**config.mk**
```make
export PLATFORM = sky130hd
export DESIGN_NAME = ansi_escape_key_decoder_flat
export DESIGN_NICKNAME = d
export VERILOG_FILES = /design/src/rtl/aekd_pkg.sv /design/src/rtl/aekd_rx_if.sv /design/src/rtl/aekd_key_if.sv /design/src/rtl/aekd_seq_match.sv /design/src/rtl/ansi_escape_key_decoder.sv /design/src/flat_wrapper.sv
export SDC_FILE = /design/constraint.sdc
export NUM_CORES = 1
export LEC_CHECK = 0
export ABC_AREA = 1
export BUFFER_PORTS_ARGS = -buffer_cell sky130_fd_sc_hd__buf_4
export CAP_MARGIN = 20
export CORE_AREA = 2 2 82 84
export CTS_BUF_LIST = sky130_fd_sc_hd__clkbuf_16
export DETAILED_ROUTE_END_ITERATION = 16
export DIE_AREA = 0 0 84 86
export GPL_ROUTABILITY_DRIVEN = 0
export PLACE_DENSITY = 0.53
export SLEW_MARGIN = 20
export SYNTH_ARGS = -nofsm -noshare
export SYNTH_HDL_FRONTEND = slang
export SYNTH_HIERARCHICAL = 1
export SYNTH_SLANG_ARGS = --single-unit
```
**constraint.sdc**
```tcl
create_clock -name clk -period 3.1 [get_ports clk]
set_input_delay 0 -clock clk [delete_from_list [all_inputs] [get_ports clk]]
set_output_delay 0 -clock clk [all_outputs]
set_load 0.05 [all_outputs]
```
**src/rtl/aekd_pkg.sv**
```systemverilog
package aekd_pkg;

    localparam int MAX_SEQ_LEN = 16;
    localparam int LEN_W       = $clog2(MAX_SEQ_LEN + 1);

    typedef enum logic [1:0] {
        MODE_IDLE = 2'd0,
        MODE_ESC  = 2'd1,
        MODE_CSI  = 2'd2,
        MODE_SS3  = 2'd3
    } mode_t;

    localparam logic [7:0] BYTE_ETX   = 8'd3;
    localparam logic [7:0] BYTE_BS    = 8'd8;
    localparam logic [7:0] BYTE_TAB   = 8'd9;
    localparam logic [7:0] BYTE_LF    = 8'd10;
    localparam logic [7:0] BYTE_CR    = 8'd13;
    localparam logic [7:0] BYTE_ESC   = 8'd27;
    localparam logic [7:0] BYTE_SPACE = 8'd32;
    localparam logic [7:0] BYTE_TILDE = 8'd126;
    localparam logic [7:0] BYTE_DEL   = 8'd127;
    localparam logic [7:0] BYTE_LBRK  = 8'd91;
    localparam logic [7:0] BYTE_SS3   = 8'd79;
    localparam logic [7:0] BYTE_UC_A  = 8'd65;
    localparam logic [7:0] BYTE_UC_Z  = 8'd90;

    localparam logic [4:0] KEY_UP        = 5'd0;
    localparam logic [4:0] KEY_DOWN      = 5'd1;
    localparam logic [4:0] KEY_RIGHT     = 5'd2;
    localparam logic [4:0] KEY_LEFT      = 5'd3;
    localparam logic [4:0] KEY_F1        = 5'd4;
    localparam logic [4:0] KEY_F2        = 5'd5;
    localparam logic [4:0] KEY_F3        = 5'd6;
    localparam logic [4:0] KEY_F4        = 5'd7;
    localparam logic [4:0] KEY_F5        = 5'd8;
    localparam logic [4:0] KEY_F6        = 5'd9;
    localparam logic [4:0] KEY_F7        = 5'd10;
    localparam logic [4:0] KEY_F8        = 5'd11;
    localparam logic [4:0] KEY_F9        = 5'd12;
    localparam logic [4:0] KEY_F10       = 5'd13;
    localparam logic [4:0] KEY_F11       = 5'd14;
    localparam logic [4:0] KEY_F12       = 5'd15;
    localparam logic [4:0] KEY_HOME      = 5'd16;
    localparam logic [4:0] KEY_END       = 5'd17;
    localparam logic [4:0] KEY_PGUP      = 5'd18;
    localparam logic [4:0] KEY_PGDN      = 5'd19;
    localparam logic [4:0] KEY_INS       = 5'd20;
    localparam logic [4:0] KEY_DELETE    = 5'd21;
    localparam logic [4:0] KEY_ENTER     = 5'd22;
    localparam logic [4:0] KEY_BACKSPACE = 5'd23;
    localparam logic [4:0] KEY_TAB       = 5'd24;
    localparam logic [4:0] KEY_ESCAPE    = 5'd25;

    typedef struct packed {
        logic       is_printable;
        logic [6:0] char_code;
        logic [4:0] special_key;
    } key_event_t;

    typedef struct packed {
        logic       hit;
        logic [4:0] key;
    } match_t;

endpackage

```
**src/rtl/aekd_rx_if.sv**
```systemverilog
interface aekd_rx_if;
    logic       valid;
    logic       ready;
    logic [7:0] rx_byte;

    modport source (output valid, output rx_byte, input ready);
    modport sink (input valid, input rx_byte, output ready);
endinterface

```
**src/rtl/aekd_key_if.sv**
```systemverilog
interface aekd_key_if;
    logic       valid;
    logic       ready;
    logic       is_printable;
    logic [6:0] char_code;
    logic [4:0] special_key;

    modport source (output valid, output is_printable, output char_code,
                    output special_key, input ready);
    modport sink (input valid, input is_printable, input char_code,
                  input special_key, output ready);
endinterface

```
**src/rtl/aekd_seq_match.sv**
```systemverilog
module aekd_seq_match (
    input  logic                     is_csi,
    input  logic [aekd_pkg::LEN_W-1:0] len,
    input  logic [7:0]               byte2,
    input  logic [7:0]               byte3,
    input  logic [7:0]               cur,
    output aekd_pkg::match_t         match
);

    // len is the buffered length before the final byte
    always_comb
    begin
        match = '0;
        if (len == aekd_pkg::LEN_W'(2))
        begin
            match.hit = 1'b1;
            if (is_csi)
            begin
                case (cur)
                    "A": match.key = aekd_pkg::KEY_UP;
                    "B": match.key = aekd_pkg::KEY_DOWN;
                    "C": match.key = aekd_pkg::KEY_RIGHT;
                    "D": match.key = aekd_pkg::KEY_LEFT;
                    default: match.hit = 1'b0;
                endcase
            end
            else
            begin
                case (cur)
                    "P": match.key = aekd_pkg::KEY_F1;
                    "Q": match.key = aekd_pkg::KEY_F2;
                    "R": match.key = aekd_pkg::KEY_F3;
                    "S": match.key = aekd_pkg::KEY_F4;
                    default: match.hit = 1'b0;
                endcase
            end
        end
        else if (is_csi && cur == aekd_pkg::BYTE_TILDE && len == aekd_pkg::LEN_W'(3))
        begin
            match.hit = 1'b1;
            case (byte2)
                "1": match.key = aekd_pkg::KEY_HOME;
                "4": match.key = aekd_pkg::KEY_END;
                "5": match.key = aekd_pkg::KEY_PGUP;
                "6": match.key = aekd_pkg::KEY_PGDN;
                "2": match.key = aekd_pkg::KEY_INS;
                "3": match.key = aekd_pkg::KEY_DELETE;
                default: match.hit = 1'b0;
            endcase
        end
        else if (is_csi && cur == aekd_pkg::BYTE_TILDE && len == aekd_pkg::LEN_W'(4))
        begin
            match.hit = 1'b1;
            case ({byte2, byte3})
                "15": match.key = aekd_pkg::KEY_F5;
                "17": match.key = aekd_pkg::KEY_F6;
                "18": match.key = aekd_pkg::KEY_F7;
                "19": match.key = aekd_pkg::KEY_F8;
                "20": match.key = aekd_pkg::KEY_F9;
                "21": match.key = aekd_pkg::KEY_F10;
                "23": match.key = aekd_pkg::KEY_F11;
                "24": match.key = aekd_pkg::KEY_F12;
                default: match.hit = 1'b0;
            endcase
        end
    end

endmodule

```
**src/rtl/ansi_escape_key_decoder.sv**
```systemverilog
// a key event is registered and shows valid in the cycle after the byte's transaction
// one byte per cycle unless a held event stalls; output register refills as it drains
// the sequence compare sits between the parser state registers and the output register
// reset: parser returns to idle with an empty sequence, no event pending
module ansi_escape_key_decoder (
    input  logic              clk,
    input  logic              rst_n,
    aekd_rx_if.sink           rx,
    aekd_key_if.source        key
);

    localparam int LW = aekd_pkg::LEN_W;

    aekd_pkg::mode_t      mode_reg, mode_next;
    logic [LW-1:0]        len_reg, len_next;
    logic [7:0]           byte2_reg, byte2_next;
    logic [7:0]           byte3_reg, byte3_next;
    logic                 out_valid_reg, out_valid_next;
    aekd_pkg::key_event_t out_reg, out_next;

    logic                 accept;
    logic                 emit;
    aekd_pkg::key_event_t event_val;
    aekd_pkg::match_t     match;
    logic                 is_final;
    logic [LW-1:0]        len_inc;
    logic [7:0]           b;

    assign b        = rx.rx_byte;
    assign rx.ready = !out_valid_reg || key.ready;
    assign accept   = rx.valid && rx.ready;
    assign is_final = (b >= aekd_pkg::BYTE_UC_A && b <= aekd_pkg::BYTE_UC_Z)
                      || b == aekd_pkg::BYTE_TILDE;
    assign len_inc  = len_reg + LW'(1);

    aekd_seq_match u_match (
        .is_csi (mode_reg == aekd_pkg::MODE_CSI),
        .len    (len_reg),
        .byte2  (byte2_reg),
        .byte3  (byte3_reg),
        .cur    (b),
        .match  (match)
    );

    always_comb
    begin
        mode_next  = mode_reg;
        len_next   = len_reg;
        byte2_next = byte2_reg;
        byte3_next = byte3_reg;
        emit       = 1'b0;
        event_val  = '0;
        case (mode_reg)
            aekd_pkg::MODE_IDLE:
            begin
                if (b == aekd_pkg::BYTE_ESC)
                begin
                    mode_next = aekd_pkg::MODE_ESC;
                    len_next  = LW'(1);
                end
                else if (b >= aekd_pkg::BYTE_SPACE && b <= aekd_pkg::BYTE_TILDE)
                begin
                    emit                   = 1'b1;
                    event_val.is_printable = 1'b1;
                    event_val.char_code    = b[6:0];
                end
                else if (b == aekd_pkg::BYTE_LF || b == aekd_pkg::BYTE_CR)
                begin
                    emit                  = 1'b1;
                    event_val.special_key = aekd_pkg::KEY_ENTER;
                end
                else if (b == aekd_pkg::BYTE_BS || b == aekd_pkg::BYTE_DEL)
                begin
                    emit                  = 1'b1;
                    event_val.special_key = aekd_pkg::KEY_BACKSPACE;
                end
                else if (b == aekd_pkg::BYTE_TAB)
                begin
                    emit                  = 1'b1;
                    event_val.special_key = aekd_pkg::KEY_TAB;
                end
                else if (b == aekd_pkg::BYTE_ETX)
                begin
                    emit                  = 1'b1;
                    event_val.special_key = aekd_pkg::KEY_ESCAPE;
                end
            end
            aekd_pkg::MODE_ESC:
            begin
                if (b == aekd_pkg::BYTE_LBRK)
                begin
                    mode_next = aekd_pkg::MODE_CSI;
                    len_next  = LW'(2);
                end
                else if (b == aekd_pkg::BYTE_SS3)
                begin
                    mode_next = aekd_pkg::MODE_SS3;
                    len_next  = LW'(2);
                end
                else
                begin
                    mode_next             = aekd_pkg::MODE_IDLE;
                    len_next              = '0;
                    emit                  = 1'b1;
                    event_val.special_key = aekd_pkg::KEY_ESCAPE;
                end
            end
            default:
            begin
                if (len_reg >= LW'(aekd_pkg::MAX_SEQ_LEN))
                begin
                    mode_next = aekd_pkg::MODE_IDLE;
                    len_next  = '0;
                end
                else
                begin
                    // only the bytes a known sequence can hold are kept
                    if (len_reg == LW'(2))
                        byte2_next = b;
                    if (len_reg == LW'(3))
                        byte3_next = b;
                    len_next = len_inc;
                    if (is_final)
                    begin
                        mode_next             = aekd_pkg::MODE_IDLE;
                        len_next              = '0;
                        emit                  = match.hit;
                        event_val.special_key = match.key;
                    end
                    else if (len_inc >= LW'(aekd_pkg::MAX_SEQ_LEN - 1))
                    begin
                        mode_next = aekd_pkg::MODE_IDLE;
                        len_next  = '0;
                    end
                end
            end
        endcase
    end

    always_comb
    begin
        out_valid_next = out_valid_reg && !key.ready;
        out_next       = out_reg;
        if (accept && emit)
        begin
            out_valid_next = 1'b1;
            out_next       = event_val;
        end
    end

    always_ff @(posedge clk or negedge rst_n)
    begin
        if (!rst_n)
        begin
            mode_reg      <= aekd_pkg::MODE_IDLE;
            len_reg       <= '0;
            out_valid_reg <= 1'b0;
        end
        else
        begin
            out_valid_reg <= out_valid_next;
            if (accept)
            begin
                mode_reg <= mode_next;
                len_reg  <= len_next;
            end
        end
    end

    always_ff @(posedge clk)
    begin
        if (accept)
        begin
            byte2_reg <= byte2_next;
            byte3_reg <= byte3_next;
        end
        out_reg <= out_next;
    end

    assign key.valid        = out_valid_reg;
    assign key.is_printable = out_reg.is_printable;
    assign key.char_code    = out_reg.char_code;
    assign key.special_key  = out_reg.special_key;

    a_idle_empty: assert property (@(posedge clk) disable iff (!rst_n)
        mode_reg == aekd_pkg::MODE_IDLE |-> len_reg == '0)
        else $error("idle parser holds buffered bytes");

    a_esc_len: assert property (@(posedge clk) disable iff (!rst_n)
        mode_reg == aekd_pkg::MODE_ESC |-> len_reg == LW'(1))
        else $error("escape state with wrong length");

    a_len_bound: assert property (@(posedge clk) disable iff (!rst_n)
        len_reg < LW'(aekd_pkg::MAX_SEQ_LEN - 1))
        else $error("sequence length past abort limit");

    a_printable: assert property (@(posedge clk) disable iff (!rst_n)
        key.valid && key.is_printable |->
            key.char_code >= 7'd32 && key.char_code <= 7'd126 && key.special_key == '0)
        else $error("bad printable event");

    a_special: assert property (@(posedge clk) disable iff (!rst_n)
        key.valid && !key.is_printable |->
            key.char_code == '0 && key.special_key <= aekd_pkg::KEY_ESCAPE)
        else $error("bad special key event");

endmodule

```
**src/flat_wrapper.sv**
```systemverilog
// flat-port wrapper written by rule: the top's interface ports become plain ports
module ansi_escape_key_decoder_flat 
  (clk, rst_n, rx_valid, rx_rx_byte, rx_ready, key_valid, key_is_printable, key_char_code, key_special_key, key_ready);
  aekd_rx_if rx_i ();
  aekd_key_if key_i ();
  input  logic clk;
  input  logic rst_n;
  input wire logic [$bits(rx_i.valid)-1:0] rx_valid;
  input wire logic [$bits(rx_i.rx_byte)-1:0] rx_rx_byte;
  output wire logic [$bits(rx_i.ready)-1:0] rx_ready;
  output wire logic [$bits(key_i.valid)-1:0] key_valid;
  output wire logic [$bits(key_i.is_printable)-1:0] key_is_printable;
  output wire logic [$bits(key_i.char_code)-1:0] key_char_code;
  output wire logic [$bits(key_i.special_key)-1:0] key_special_key;
  input wire logic [$bits(key_i.ready)-1:0] key_ready;
  assign rx_i.valid = rx_valid;
  assign rx_i.rx_byte = rx_rx_byte;
  assign rx_ready = rx_i.ready;
  assign key_valid = key_i.valid;
  assign key_is_printable = key_i.is_printable;
  assign key_char_code = key_i.char_code;
  assign key_special_key = key_i.special_key;
  assign key_i.ready = key_ready;
  ansi_escape_key_decoder u_core (.clk(clk), .rst_n(rst_n), .rx(rx_i), .key(key_i));
endmodule
```
# Word level (Yosys, flattened, before mapping)
# Cells that the tools add are included.
[classes]
n_reduce_logical = 27
mux = 50
n_div = 0
order_cmp = 6
n_eq_ne = 38
n_addsub = 1
bitwise_logic = 4
shift = 0
multipliers = 0
[ops]
columns = ["cell", "count"]
rows = [
  ["$eq 16x14->1 const B", 8],
  ["$eq 8x7->1 const B", 12],
  ["$mux 5", 15],
  ["$eq 8x6->1 const B", 6],
  ["$eq 8x4->1 const B", 4],
  ["$pmux 4 s8", 1],
  ["$pmux 5 s6", 1],
  ["$mux 6", 4],
  ["$pmux 5 s2", 2],
  ["$le 8x7->1 const B", 2],
  ["$mux 1", 15],
  ["$mux 2", 7],
  ["$pmux 3 s4", 1],
  ["$eq 5x2->1 const B", 2],
  ["$eq 8x2->1 const B", 1],
  ["$eq 8x5->1 const B", 1],
  ["$ge 8x6->1 const B", 1],
  ["$ge 8x7->1 const B", 1],
  ["$logic_and 1x1->1", 8],
  ["$mux 8", 1],
  ["$reduce_and 4->1", 2],
  ["$reduce_or 4->1", 2],
  ["$reduce_or 8->1", 1],
  ["$pmux 2 s3", 1],
  ["other kinds (19)", 27],
]
[word_totals]
rom_bits = 0
latchBits = 0
mem_bits_rw = 0
mem_count = 0
elab_cells = 134
register_bits = 37
input_bits = 12

# Longest topological paths before layout
# Gate-level depths: netlist of the first run.
[logic_depth]
depth_word = 11
depth_mapped = 14
depth_no_buf = 13

# Hierarchy
# Netlist of the first run, hierarchy kept.
[by_module_without_submodules]
columns = ["mod", "cells_per_inst", "seq_area_each_um2", "area_per_inst_um2", "instances"]
rows = [
  ["ansi_escape_key_decoder", 198, 1071.0, 1911.8, 1],
  ["aekd_seq_match", 124, 0.0, 581.8, 1],
]

# Worst setup path after synthesis of the first run
# OpenSTA, ideal clock, no wires.
[synth_path]
path_kind = "flip-flop to flip-flop"
from = "register u_core.mode_reg[1]"
to = "register u_core.out_reg (netlist bit u_core/key.char_code[0]) (enable)"
arrival_ns = 1.970
t_required_ns = 2.751
setup_slack_ns = 0.781
path_stages_with_launch = 15
setup_ns = 0.349
cell_sequence = "dfrtp_1 > buf_4 > inv_1 > nor2_1 > inv_1 > nor4_1 > nand3_1 > nand3_1 > nand2_1 > nand4_1 > and3_1 > nand2_1 > nand3_1 > nand2_1 > inv_1"
[synth_rtl]
columns = ["element", "line", "rtl"]
rows = [
  ["from (decl)", "ansi_escape_key_decoder.sv:14", "aekd_pkg::mode_t mode_reg, mode_next;"],
  ["from (signal assigned)", "ansi_escape_key_decoder.sv:155", "mode_reg <= aekd_pkg::MODE_IDLE;"],
  ["from (signal assigned)", "ansi_escape_key_decoder.sv:164", "mode_reg <= mode_next;"],
  ["to (signal assigned)", "ansi_escape_key_decoder.sv:177", "out_reg <= out_next;"],
  ["to (decl)", "ansi_escape_key_decoder.sv:19", "aekd_pkg::key_event_t out_reg, out_next;"],
]

==> summary.md, run 1 <==
| Metric | Value |
|---|---|
| Min Hold Slack | 0.004258 ns |
| CTS hold repair buffers | 5 |
| FF-to-FF Start | u_core/mode_reg[0] |
| Most frequent cells in the layout | nand2_1 (82), nor2_1 (56), inv_1 (41) |
| Worst hold path class | input port to flip-flop |
| Total Routing Usage GR | 0.1658 |
| CP Launch Point | u_core/mode_reg[0] |
| Max Freq | 0.3667 GHz |
| Share of layout cells above drive strength 1 | 0.2259 |
| Sequential fraction of the synthesis area | 0.4295 |
| Critical-path maximum fanout | 13 |
| VDD IR max | 0.4665 mV |
| Final setup viols | 0 |
| Antenna violations before repair | 0 |
| CTS max path bufs | 2 |
| Cts repair resizes | 0 |
| Crit path cell chain | nor2_1 -> inv_1 -> nor4_1 -> nand3_1 -> nand3_1 -> nand2_1 -> nand4_1 -> and3_1 -> nand2_1 -> nand3_1 -> nand2_1 -> inv_1 |
| Clk Tree Root Cell | clkbuf_16 |
| Pwr Density | 591.6 mW/mm^2 |
| Cell Rows | 29 |
| Flop-to-flop setup slack | 0.37 ns |
| Slowest CP cell | nor4_1 |
| Syn nets | 337 |
| Most common cell after layout, fill and taps aside | nand2_1 |
| DIE AREA | 0.007224 mm^2 |
| CTS tree | done |
| Drc violations | 0 |
| Post-Synthesis Cells | 322 |
| Core ar. | 0.006277 mm^2 |
| I/O pins | 27 |
| Synthesis-to-finish area growth | 20.02% |
| Worst Path Arrival | 2.64 ns |
| Slowest stage delay, CP | 0.54 ns |
| Via count | 2142 |
| Critical path class | flip-flop to flip-flop |
| Max_slew headroom | 0.5873 |
| N_diodes | 0 |
| Synth warnings | 6 |
| Slew @ Worst Pin | 0.6134 ns |
| Outcome | finished clean |
| TritonCTS buffer count | 5 |
| Largest net degree at the start of global routing | 14 |
| Vias/cell | 4.868 |
| Total congestion overflow | 0 |
| Initial DRC count | 124 |
| Clock-pin transition on the worst setup and hold timing paths | 0.06 ns |
| DRT Pass-1 Iters | 4 |
| Hold Vio Cnt, Final | 0 |
| Largest delay share family, worst path | simple AND/OR/NAND/NOR gates |
| CP Capture Type | flip-flop |
| Vias in the first global route | 1984 |
| Worst path buffer plus inverter count | 2 |
| Setup Skew | 0.003583 ns |
| Clock latency on the worst-skew pair | 0.27 ns |
| Min Tclk post-route | 2.727 ns |
| Fin crit share | 0.8797 |
| Clock Sinks | 37 |
| First-pass GRT wire length | 9542 um |
| Lkg Pwr | 0.001385 uW |
| Req. time, crit path | 3.01 ns |
| Die Ht | 86 um |
| Register bit total from synthesis | 37 |
| Routed Antenna Nets | 0 |
| Count of max-cap constraint violations | 0 |
| Final net count | 377 |
| Setup TNS | 0 ns |
| Total Wirelength | 5800 um |
| Syn_area_per_cell | 7.744 um^2 |
| Fillers | 636 |
| I/O Buffers | 26 |
| Max Slew Vio Count | 0 |
| Initial core utilization | 0.3972 |
| CTS H-Tree Depth | 2 |
| Post-DP HPWL | 4433 um |
| Netlist cell types | 36 |
| Mapped Area | 0.002494 mm^2 |
| Worst setup SP type | flip-flop |
| Chip width | 84 um |
| Routed length per instance | 13.18 um |
| Hold path start | rx_rx_byte[5] |
| Post-CTS Setup Inserts | 0 |
| RSZ-0062 raised after global routing | no |
[kinds of logic after synthesis]
family          synth area share
xor+xnor                0.006525
compound gates           0.05470
simple gates              0.4185
buf+inv                  0.07576
fa+ha+maj                0.01505
flops                     0.4295
[path summary, 6_finish.rpt]
path / endpoint / depth (start not counted)
worst max-delay path: u_core/key.char_code[4] / 12
worst min-delay path: u_core/byte3_reg[5] / 1
worst max register to register: u_core/key.char_code[4] / 12
worst min register to register: u_core/mode_reg[0] / 2
max in group asynchronous: u_core/len_reg[2] / 2
min in group asynchronous: u_core/key.valid / 2
[layout make-up]
class	count	area, um^2	area share
clock inverter	3	17.52	0.005853
timing repair buffer	34	267.8	0.08946
tap	77	96.34	0.03219
clock buffer	5	125.1	0.04181
multi-input combinational	237	1234	0.4122
inverter	47	181.4	0.06062
sequential	37	1071	0.3579
[Yosys cell counts (all sizes together)]
| library cell | instances | share of area |
|---|---|---|
| a211oi | 1 | 0.0030 |
| a21boi | 2 | 0.011 |
| a21oi | 5 | 0.012 |
| and3 | 1 | 0.0025 |
| buf | 1 | 0.0030 |
| clkinv | 2 | 0.0050 |
| dfrtp | 8 | 0.080 |
| edfxtp | 29 | 0.35 |
| ha | 3 | 0.015 |
| inv | 45 | 0.068 |
| nand2 | 94 | 0.15 |
| nand3 | 27 | 0.066 |
| nand3b | 4 | 0.014 |
| nand4 | 9 | 0.031 |
| nor2 | 71 | 0.13 |
| nor3 | 5 | 0.012 |
| nor3b | 1 | 0.0030 |
| nor4 | 1 | 0.0025 |
| o211ai | 3 | 0.0090 |
| o21ai | 8 | 0.018 |
| o31ai | 1 | 0.0030 |
| xor2 | 1 | 0.0065 |
[per-stage QoR]
step | utilization | cells | area (um^2) | setup slack [ns] | total power, uW
2_1_floorplan | - | 322 | 2494 | 0.7810 | 1114
3_3_place_gp | 0.4461 | 427 | 2800 | 0.5886 | 1289
3_5_place_dp | 0.4461 | 427 | 2800 | 0.4968 | 1289
4_1_cts | 0.4768 | 440 | 2993 | 0.3964 | 1790
5_1_grt | 0.4768 | 440 | 2993 | 0.09948 | 1871
6_report | 0.4768 | 440 | 2993 | 0.3728 | 1771
[report_power, final]
group	switching (uW)	total [uW]	internal, uW
logic	418	602	184
registers	58.6	679	621
clock network	194	489	295
total	671	1770	1100
[worst register-to-register path: stages (launching register included)]
cell and delay (ns):
dfrtp_1 0.43, nor2_1 0.12, inv_1 0.09, nor4_1 0.54
nand3_1 0.16, nand3_1 0.11, nand2_1 0.07, nand4_1 0.10
and3_1 0.16, nand2_1 0.06, nand3_1 0.08, nand2_1 0.07
inv_1 0.40
[routing by layer]
layer | wire, um | global-route usage | vias to the layer above | part of all wire
met4 | 73 | 0.04839 | 0 | 0.013
met1 | 2670 | 0.2240 | 970 | 0.46
met2 | 2818 | 0.2793 | 48 | 0.49
met5 | 0 | 0 | - | 0
met3 | 238 | 0.02310 | 7 | 0.041
li1 | - | - | 1117 | -
Power figures use the tool's default switching activity.
==> run 2: changes to the inputs <==
clock period = 2.65 ns   (was 3.1 ns; I/O delays follow)
==> summary.md, run 2 (same netlist as run 1, synthesis figures left out) <==
| Metric | Value |
|---|---|
| Worst Path Arrival | 2.24 ns |
| Core ar. | 0.006277 mm^2 |
| CTS tree | done |
| Slowest stage delay, CP | 0.43 ns |
| Outcome | finished clean |
| Clock Sinks | 37 |
| Total congestion overflow | 0 |
| Clock-pin transition on the worst setup and hold timing paths | 0.06 ns |
| DIE AREA | 0.007224 mm^2 |
| CTS H-Tree Depth | 2 |
| R2R cell count | 13 |
| Lkg Pwr | 0.001396 uW |
| Req. time, crit path | 2.62 ns |
| Worst Hold End | u_core/byte3_reg[3] |
| Min Tclk post-route | 2.273 ns |
| Post-CTS Setup Inserts | 0 |
| Chip width | 84 um |
| Post-DP HPWL | 4474 um |
| Max Slew Vio Count | 0 |
| I/O Buffers | 26 |
| DRT Pass-1 Iters | 4 |
| Final net count | 381 |
| RSZ-0062 raised after global routing | no |
| Final total power | 2092 uW |
| Total Wirelength | 5716 um |
| Hold Vio Cnt, Final | 0 |
| Count of max-cap constraint violations | 0 |
| Crit path cell chain | nor2_1 -> inv_1 -> nor4_1 -> buf_4 -> nand3_1 -> nand3_1 -> nand2_1 -> nand4_1 -> and3_1 -> nand2_1 -> nand3_1 -> nand2_1 -> clkinvlp_4 |
| Fin crit share | 0.8579 |
| Clk Tree Root Cell | clkbuf_16 |
| Largest net degree at the start of global routing | 14 |
| Most frequent cells in the layout | nand2_1 (82), nor2_1 (56), inv_1 (40) |
| Fillers | 642 |
| Hold path start | rx_rx_byte[3] |
| Final setup viols | 0 |
| Critical-path maximum fanout | 13 |
| Routed length per instance | 12.87 um |
| Total Routing Usage GR | 0.1780 |
| Vias/cell | 4.876 |
| Setup Skew | 0.005551 ns |
| Via count | 2165 |
| Worst setup SP type | flip-flop |
| Die Ht | 86 um |
| Area of the multi-input gates | 0.001234 mm^2 |
| Pwr Density | 690.1 mW/mm^2 |
| CTS max path bufs | 2 |
| Critical path class | flip-flop to flip-flop |
| TritonCTS buffer count | 5 |
| First-pass GRT wire length | 10140 um |
| Max Freq | 0.4399 GHz |
| Vias in the first global route | 2112 |
| Max_slew headroom | 0.7537 |
| Initial DRC count | 128 |
| Setup TNS | 0 ns |
| Slowest CP cell | dfrtp_1 |
| Synthesis-to-finish area growth | 21.58% |
| Clock latency on the worst-skew pair | 0.28 ns |
| Worst hold path class | input port to flip-flop |
| VDD IR max | 0.5514 mV |
| Antenna violations before repair | 0 |
| Cell Rows | 29 |
| Reg area | 0.001071 mm^2 |
| I/O pins | 27 |
| Drc violations | 0 |
| CP Capture Type | flip-flop |
| Slew @ Worst Pin | 0.3681 ns |
| Most common cell after layout, fill and taps aside | nand2_1 |
| Flop-to-flop setup slack | 0.38 ns |
| N_diodes | 0 |
| Hold depth | 1 |
| Reg2reg end | u_core/key.char_code[6] |
| Min Hold Slack | 0.004316 ns |
| Initial core utilization | 0.3972 |
| Routed Antenna Nets | 0 |
| Share of layout cells above drive strength 1 | 0.2316 |
| FF-to-FF Start | u_core/mode_reg[0] |
-- run 2: final cells by class --
class | count | area share
well taps | 77 | 0.03178
flip-flops and latches | 37 | 0.3533
inverters | 47 | 0.06108
clock inverters | 3 | 0.005778
repair buffers | 38 | 0.09988
multi-input cells | 237 | 0.4069
clock buffers | 5 | 0.04127
-- run 2: how the worst max path moves through the flow --
stage                            start                      end  cells after the start
global placement    u_core/mode_reg[0]  u_core/key.char_code[6]                     13
detailed placement  u_core/mode_reg[0]  u_core/key.char_code[6]                     13
global route        u_core/mode_reg[0]  u_core/key.char_code[6]                     13
finish              u_core/mode_reg[0]  u_core/key.char_code[6]                     13
floorplan           u_core/mode_reg[1]  u_core/key.char_code[0]                     14
CTS                 u_core/mode_reg[0]  u_core/key.char_code[1]                     13
-- run 2: power by group --
group          switching [uW]  leakage [uW]  internal [uW]  total (uW)
registers                57.6      0.000371            726         784
clock network             231     0.0000712            345         576
logic                     505      0.000953            228         733
-- run 2: critical path, delay by kind of cell (launching register included) --
| family | cells | cell delay [ns] |
|---|---|---|
| AND/OR/NAND/NOR | 10 | 1.02 |
| flip-flops | 1 | 0.43 |
| buffers and inverters | 3 | 0.51 |
-- run 2: routing by layer --
layer  global-route usage  part of all wire
met1               0.2322              0.48
met2               0.2960              0.47
met5                    0                 0
met4              0.06598             0.021
met3              0.03369             0.034
-- run 2: per-stage QoR --
stage,setup slack [ns],utilization,std cells,cell area [um^2]
6_report,0.3767,0.4830,444,3032
3_5_place_dp,0.2012,0.4485,429,2815
3_3_place_gp,0.2618,0.4485,429,2815
5_1_grt,0.03284,0.4830,444,3032
4_1_cts,0.1823,0.4824,444,3028
2_1_floorplan,0.3310,-,322,2494
-- run 2: timing repair --
action                                  4_1_cts  5_1_grt
hold endpoints to repair                     20        0
endpoints found under the setup margin        0       13
hold buffers                                  7        0
gates resized for setup                       0        1
